**src/hdl/tdfa_pkg.sv**
```systemverilog
// tdfa_pkg: shared codes and field widths for the table-driven dfa recognizer
package tdfa_pkg;

  // field widths
  localparam int LABEL_W  = 8;
  localparam int COUNT_W  = 5;
  localparam int REQ_W    = 3;
  localparam int IDX_W    = 4;
  localparam int STATUS_W = 2;
  localparam int ADDR_W   = 4;
  localparam int DATA_W   = 32;

  // request codes
  localparam logic [REQ_W-1:0] REQ_LABEL  = 3'd0;
  localparam logic [REQ_W-1:0] REQ_SYMBOL = 3'd1;
  localparam logic [REQ_W-1:0] REQ_TRANS  = 3'd2;
  localparam logic [REQ_W-1:0] REQ_CHAR   = 3'd3;
  localparam logic [REQ_W-1:0] REQ_FINISH = 3'd4;

  // status codes
  localparam logic [STATUS_W-1:0] ST_OK         = 2'd0;
  localparam logic [STATUS_W-1:0] ST_BAD_SYMBOL = 2'd1;
  localparam logic [STATUS_W-1:0] ST_NO_STATE   = 2'd2;

  // result kinds
  localparam logic KIND_TRACE   = 1'b0;
  localparam logic KIND_VERDICT = 1'b1;

  // register indexes
  localparam logic [1:0] REG_START  = 2'd0;
  localparam logic [1:0] REG_ACCEPT = 2'd1;
  localparam logic [1:0] REG_SCOUNT = 2'd2;
  localparam logic [1:0] REG_YCOUNT = 2'd3;

endpackage

```
**src/hdl/table_driven_dfa_recognizer.sv**
```systemverilog
// table_driven_dfa_recognizer: programmable byte-labelled dfa, one item per cycle unless stalled
//
// Input channel (in_valid / in_stall) carries req_type, row_index, col_index and
// item_value. Items load the state label, symbol and next-state tables, feed a
// character, or finish a string. Output channel (out_valid / out_stall) carries
// one result for each character (trace, unless the string already faulted) and
// for each finish (verdict). Table loads and unused codes give no result.
// Configuration registers (start, accept label, state and symbol counts) sit on
// the APB port at byte addresses 0, 4, 8, 12; write them only while idle.
// An item is taken into the input register, then searched and moved into the
// output register once the output is free to advance. Throughput: one item per
// cycle while the receiver does not stall. The next-state table is a memory
// whose registered read data feeds the next character's label search directly,
// which closes the loop from one character to the next.
// Reset clears the valid flags, the string state and the registers; the tables
// are undefined until loaded. When the receiver stalls, the output holds and
// the input stalls once the input register is also full.
module table_driven_dfa_recognizer #(
  parameter int STATE_ENTRIES = 16,
  parameter int NUM_SYMBOLS   = 16
) (
  input  logic                            clk,
  input  logic                            rst,
  // input channel
  input  logic                            in_valid,
  output logic                            in_stall,
  input  logic [tdfa_pkg::REQ_W-1:0]      req_type,
  input  logic [tdfa_pkg::IDX_W-1:0]      row_index,
  input  logic [tdfa_pkg::IDX_W-1:0]      col_index,
  input  logic [tdfa_pkg::LABEL_W-1:0]    item_value,
  // output channel
  output logic                            out_valid,
  input  logic                            out_stall,
  output logic                            result_kind,
  output logic [tdfa_pkg::LABEL_W-1:0]    shown_label,
  output logic                            accepted,
  output logic [tdfa_pkg::STATUS_W-1:0]   status,
  // configuration port
  input  logic                            psel,
  input  logic                            penable,
  input  logic                            pwrite,
  input  logic [tdfa_pkg::ADDR_W-1:0]     paddr,
  input  logic [tdfa_pkg::DATA_W-1:0]     pwdata,
  output logic [tdfa_pkg::DATA_W-1:0]     prdata,
  output logic                            pready
);
  import tdfa_pkg::*;

  localparam int RW    = (STATE_ENTRIES > 1) ? $clog2(STATE_ENTRIES) : 1;
  localparam int CW    = (NUM_SYMBOLS > 1) ? $clog2(NUM_SYMBOLS) : 1;
  localparam int DEPTH = STATE_ENTRIES * NUM_SYMBOLS;
  localparam int AW    = (DEPTH > 1) ? $clog2(DEPTH) : 1;

  // configuration registers
  logic [LABEL_W-1:0] start_label;
  logic [LABEL_W-1:0] accept_label;
  logic [COUNT_W-1:0] state_count;
  logic [COUNT_W-1:0] symbol_count;

  // input register
  logic               s1_valid;
  logic [REQ_W-1:0]   s1_req;
  logic [IDX_W-1:0]   s1_row;
  logic [IDX_W-1:0]   s1_col;
  logic [LABEL_W-1:0] s1_val;

  // tables and string state
  logic [LABEL_W-1:0]  label_table [STATE_ENTRIES];
  logic [LABEL_W-1:0]  symbol_table [NUM_SYMBOLS];
  logic [LABEL_W-1:0]  next_table [DEPTH];
  logic [LABEL_W-1:0]  mem_q;
  logic [LABEL_W-1:0]  cur_hold;
  logic                use_mem;
  logic                in_string;
  logic [STATUS_W-1:0] fault_code;

  // datapath signals
  logic                advance;
  logic                fire;
  logic [LABEL_W-1:0]  cur_now;
  logic [LABEL_W-1:0]  eff_cur;
  logic [STATUS_W-1:0] eff_fault;
  logic                r_hit;
  logic [RW-1:0]       r_idx;
  logic                c_hit;
  logic [CW-1:0]       c_idx;
  logic [STATUS_W-1:0] char_st;
  logic [8:0]          row_w;
  logic [8:0]          col_w;
  logic                row_ok;
  logic                col_ok;
  logic [16:0]         rd_addr_w;
  logic [16:0]         wr_addr_w;
  logic                produce;
  logic                char_move;

  assign pready = 1'b1;

  // handshake
  assign advance  = !out_valid || !out_stall;
  assign fire     = s1_valid && advance;
  assign in_stall = s1_valid && !advance;

  // configuration writes
  always_ff @(posedge clk) begin
    if (rst) begin
      start_label  <= '0;
      accept_label <= '0;
      state_count  <= COUNT_W'(1);
      symbol_count <= COUNT_W'(1);
    end else if (psel && penable && pwrite && pready) begin
      unique case (paddr[3:2])
        REG_START:  start_label  <= pwdata[LABEL_W-1:0];
        REG_ACCEPT: accept_label <= pwdata[LABEL_W-1:0];
        REG_SCOUNT: state_count  <= pwdata[COUNT_W-1:0];
        REG_YCOUNT: symbol_count <= pwdata[COUNT_W-1:0];
        default: ;
      endcase
    end
  end

  // configuration reads
  always_comb begin
    unique case (paddr[3:2])
      REG_START:  prdata = {{(DATA_W-LABEL_W){1'b0}}, start_label};
      REG_ACCEPT: prdata = {{(DATA_W-LABEL_W){1'b0}}, accept_label};
      REG_SCOUNT: prdata = {{(DATA_W-COUNT_W){1'b0}}, state_count};
      REG_YCOUNT: prdata = {{(DATA_W-COUNT_W){1'b0}}, symbol_count};
      default:    prdata = '0;
    endcase
  end

  // input register
  always_ff @(posedge clk) begin
    if (rst) begin
      s1_valid <= 1'b0;
    end else if (!in_stall) begin
      s1_valid <= in_valid;
    end
  end

  always_ff @(posedge clk) begin
    if (in_valid && !in_stall) begin
      s1_req <= req_type;
      s1_row <= row_index;
      s1_col <= col_index;
      s1_val <= item_value;
    end
  end

  // current label and string opening
  assign cur_now   = use_mem ? mem_q : cur_hold;
  assign eff_cur   = in_string ? cur_now : start_label;
  assign eff_fault = in_string ? fault_code : ST_OK;

  // first matching state label
  always_comb begin
    r_hit = 1'b0;
    r_idx = '0;
    for (int i = STATE_ENTRIES - 1; i >= 0; i--) begin
      if (i < int'(state_count) && label_table[i] == eff_cur) begin
        r_hit = 1'b1;
        r_idx = RW'(i);
      end
    end
  end

  // first matching symbol
  always_comb begin
    c_hit = 1'b0;
    c_idx = '0;
    for (int i = NUM_SYMBOLS - 1; i >= 0; i--) begin
      if (i < int'(symbol_count) && symbol_table[i] == s1_val) begin
        c_hit = 1'b1;
        c_idx = CW'(i);
      end
    end
  end

  // trace status, unknown symbol first
  always_comb begin
    priority if (!c_hit) begin
      char_st = ST_BAD_SYMBOL;
    end else if (!r_hit) begin
      char_st = ST_NO_STATE;
    end else begin
      char_st = ST_OK;
    end
  end

  // index checks and table addresses
  assign row_w     = {5'b0, s1_row};
  assign col_w     = {5'b0, s1_col};
  assign row_ok    = int'(row_w) < STATE_ENTRIES;
  assign col_ok    = int'(col_w) < NUM_SYMBOLS;
  assign rd_addr_w = 17'(r_idx) * 17'(NUM_SYMBOLS) + 17'(c_idx);
  assign wr_addr_w = 17'(row_w) * 17'(NUM_SYMBOLS) + 17'(col_w);

  assign char_move = fire && s1_req == REQ_CHAR && eff_fault == ST_OK && char_st == ST_OK;
  assign produce   = (s1_req == REQ_CHAR && eff_fault == ST_OK) || s1_req == REQ_FINISH;

  // small tables
  always_ff @(posedge clk) begin
    if (fire && s1_req == REQ_LABEL && row_ok) begin
      label_table[row_w[RW-1:0]] <= s1_val;
    end
    if (fire && s1_req == REQ_SYMBOL && col_ok) begin
      symbol_table[col_w[CW-1:0]] <= s1_val;
    end
  end

  // next-state memory, one write and one registered read
  always_ff @(posedge clk) begin
    if (fire && s1_req == REQ_TRANS && row_ok && col_ok) begin
      next_table[wr_addr_w[AW-1:0]] <= s1_val;
    end
    if (char_move) begin
      mem_q <= next_table[rd_addr_w[AW-1:0]];
    end
  end

  // string state
  always_ff @(posedge clk) begin
    if (rst) begin
      in_string  <= 1'b0;
      fault_code <= ST_OK;
      use_mem    <= 1'b0;
      cur_hold   <= '0;
    end else if (fire) begin
      if ((s1_req == REQ_CHAR || s1_req == REQ_FINISH) && !in_string) begin
        cur_hold <= start_label;
        use_mem  <= 1'b0;
      end
      if (s1_req == REQ_CHAR) begin
        in_string <= 1'b1;
        if (!in_string) begin
          fault_code <= ST_OK;
        end
        if (eff_fault == ST_OK) begin
          if (char_st == ST_OK) begin
            use_mem <= 1'b1;
          end else begin
            fault_code <= char_st;
          end
        end
      end else if (s1_req == REQ_FINISH) begin
        in_string  <= 1'b0;
        fault_code <= ST_OK;
      end
    end
  end

  // output register
  always_ff @(posedge clk) begin
    if (rst) begin
      out_valid <= 1'b0;
    end else if (advance) begin
      out_valid <= fire && produce;
    end
  end

  always_ff @(posedge clk) begin
    if (fire && produce) begin
      shown_label <= eff_cur;
      if (s1_req == REQ_FINISH) begin
        result_kind <= KIND_VERDICT;
        accepted    <= (eff_fault == ST_OK) && (eff_cur == accept_label);
        status      <= eff_fault;
      end else begin
        result_kind <= KIND_TRACE;
        accepted    <= 1'b0;
        status      <= char_st;
      end
    end
  end

endmodule

```
**config.mk**
```make
export PLATFORM = sky130hd
export DESIGN_NAME = table_driven_dfa_recognizer
export DESIGN_NICKNAME = d
export VERILOG_FILES = /design/src/hdl/tdfa_pkg.sv /design/src/hdl/table_driven_dfa_recognizer.sv
export SDC_FILE = /design/constraint.sdc
export NUM_CORES = 2
export LEC_CHECK = 0
export ABC_AREA = 1
export BUFFER_PORTS_ARGS = -buffer_cell sky130_fd_sc_hd__buf_4
export CAP_MARGIN = 20
export CELL_PAD_IN_SITES_DETAIL_PLACEMENT = 1
export CELL_PAD_IN_SITES_GLOBAL_PLACEMENT = 1
export CORE_UTILIZATION = 45
export DETAILED_ROUTE_END_ITERATION = 8
export HOLD_SLACK_MARGIN = 0.05
export PLACE_DENSITY = 0.68
export SLEW_MARGIN = 20
export SYNTH_ARGS = -nofsm -noshare
export SYNTH_HDL_FRONTEND = slang
export SYNTH_SLANG_ARGS = --single-unit
```
**constraint.sdc**
```tcl
create_clock -name clk -period 21.4 [get_ports clk]
set_input_delay 5.35 -clock clk [delete_from_list [all_inputs] [get_ports clk]]
set_output_delay 5.35 -clock clk [all_outputs]
set_load 0.01 [all_outputs]
```
==> run metrics <==
vias in the first global route=73500; unrepaired setup endpoints after global routing=false; Hold Path End=cur_hold[7]; Max Cap Viol=0; drt wl/cell=25.6 um; Via density=5.70; sequential-to-total area share from yosys stat=68.3%; crit end category=output pin; Root Buffer=clkbuf_16; crit path DAT=6420 ps; # H-tree levels=5; post-layout min period=11770 ps; first-pass GRT wire length=474000 um; CTS buffer count=279; Slew headroom=25.1%; initial antenna violation count=7; Post-synth EDFFs=2343; gr usage total=27.1%; Reg power frac=52.3%; Syn Area/Cell=11.1 um^2; critical register-to-register path startpoint=s1_val[0]; final period utilization=55.0%; Port Buf Inserts=57; num rows=176; R2R setup slack=12190 ps; Yosys warnings=0; clock buffer depth=4; WHS=457 ps; hold depth=2; dpl ws=9640 ps; Final Wtd Congestion=0.827; Synth Register Bits=2383; Detail Placement HPWL=181000 um; CTS Hold Bufs=0; DRT Pass-1 Iters=6; clock sinks=2383; final setup vio count=0; outcome=complete, no violations; Total Die Area=234000 um^2; share of cells above drive strength 1=6.14%; Initial Utilization=45.3%; # fillers=24100; cell count after synthesis=9429; Pleak=0.0435 uW; TNS Setup=0 ps; Area Growth Syn to Fin=10.5%; Switch Pwr=2040 uW; CTS tree=yes; CTS clk-pin slew, worst paths=50 ps; most common cell after layout, fill and taps aside=edfxtp_1; Finished Core Util=50.1%; Startpoint Class=input port; Worst Skew=40.0 ps; Power Density=85.2 nW/um^2; final hold violations=0; Logic pwr share=2.2%; Post-CTS Setup Inserts=0; post-synthesis async set-or-reset flop share=0%; global route overflow=0; largest net degree at the start of global routing=184; Clk Latency, worst-skew pair=940 ps; commonest non-fill, non-tap cells in the layout=edfxtp_1, nand2_1, nand3_1; post-route ant nets=0; post-route insts no fill=12500; DR vias=71400; reg2reg end=mem_q[1]; HP Start=cur_hold[7]; Hold WC Path Type=reg -> reg; DIE WIDTH=483 um; clock group share of total power=45.5%; setup ws final=9630 ps; Pint=7780 uW; Tightest Pin Transition=1120 ps; synthesized area=104000 um^2; drt total wl=321000 um; Synth Flop Type=edfxtp_1; required time of the critical path=16050 ps; Slew Viols, Final=0; Fmax=85.0 MHz; Critical Path Fanout Max=9; Std-Cell Core Area=230000 um^2; Reg2Reg Depth=25; critical path type=in -> out; switching portion of total power=20.8%; Cells after DPL=12000; Initial DRC Count=6614; post-synthesis cell type count=51; post-cts repair resize count=0; peak supply drop=0.0000764 V; Vert. Die Dim=483 um; DRC=0; Nets=9360; IO Count=109
## layer usage
layer,up-vias,wire [um],GRT usage [%]
met5,-,12,0
met4,2,9340,8.75
met3,477,19800,3.91
met2,2239,155000,44.9
met1,36600,137000,36.5
li1,32000,-,-
## sequential cells by signal (all words and copies together), names as in the netlist, 3 cells and up
| signal | cells |
|---|---|
| s1_req | 3 |
| accept_label | 8 |
| shown_label | 8 |
| symbol_table | 128 |
| label_table | 128 |
| s1_col | 4 |
| state_count | 5 |
| s1_val | 8 |
| s1_row | 4 |
| symbol_count | 5 |
| mem_q | 8 |
| cur_hold | 8 |
| next_table | 2048 |
| start_label | 8 |
## worst max-delay path, cell delays in order
cell and delay, ps:
buf_4 130, nor2_1 470, nand2_1 100, o2111ai_1 180
buf_4 180
## worst max path at each step
stage	startpoint	to	cells past startpoint
6_report	paddr[3]	prdata[2]	5
3_5_place_dp	paddr[2]	prdata[1]	6
4_1_cts	paddr[3]	prdata[2]	5
2_1_floorplan	paddr[2]	prdata[5]	4
3_3_place_gp	paddr[3]	prdata[4]	5
5_1_grt	paddr[2]	prdata[1]	6
## cells by family (layout without fill, tap and decap cells)
kind of cell | count (synthesis) | after routing | share of synthesized area [%]
AOI/OAI and AO/OA | 284 | 284 | 1.79
xor gates and xnor gates | 154 | 154 | 1.29
buffers and inverters | 1695 | 1733 | 6.65
other | 2 | 29 | 0.00721
DFF | 2383 | 2383 | 68.3
and+or+nand+nor | 4911 | 4911 | 22.0
## Yosys cell counts (2+ instances only)
cell type  instances  area, um^2
o21ai_1            4        20.0
inv_1           1073        4030
clkbuf_1         268        1010
nor3b_1            7        52.6
nor4_1            20         125
or2_2             14        87.6
o2111ai_1          7        61.3
or2_0              2        12.5
xor2_1            82         718
nand4_1           23         144
buf_1             45         169
o22ai_1           19         119
inv_2              7        26.3
nor3_1            16        80.1
dfxtp_1           40         801
nand2_1         1964        7370
nand2_2            6        37.5
a21oi_1           35         175
edfxtp_1        2343       70400
and2_1             2        12.5
a221oi_1           9        78.8
a211oi_1           9        67.6
xnor2_1           72         631
buf_2            236        1180
o211ai_1         101         758
nor2_1           449        1690
o21ai_0           77         385
a2111oi_0          6        52.6
conb_1             2        7.51
buf_4             54         405
a31oi_1            6        37.5
nand3b_1         500        3750
buf_6              9         101
nand3_1         1905        9530
## per-stage QoR
step / total power [uW] / cell area (um^2)
6_report: 9820 / 115000
5_1_grt: 10000 / 115000
4_1_cts: 9880 / 115000
3_5_place_dp: 5450 / 107000
3_3_place_gp: 5440 / 107000
2_1_floorplan: 5350 / 104000
## layout make-up
type                            count  area, um^2  share of cell area (%)
Clock inverter                    121         931                   0.808
Antenna cell                        4        10.0                 0.00869
Sequential cell                  2383       71200                    61.8
Tap cell                         3026        3790                    3.29
Clock buffer                      352        7400                    6.43
Multi-Input combinational cell   5374       26400                    22.9
Timing Repair Buffer              178        1480                    1.28
Inverter                         1082        4090                    3.55
## power by group through the flow
stage | Clock [uW] | Sequential (uW) | Combinational, uW
floorplan | 0 | 5280 | 69.1
global placement | 0 | 5230 | 204
detailed placement | 0 | 5240 | 211
CTS | 4530 | 5140 | 212
global route | 4690 | 5130 | 225
finish | 4470 | 5140 | 212
No activity file was read; power rests on OpenSTA's default activity.
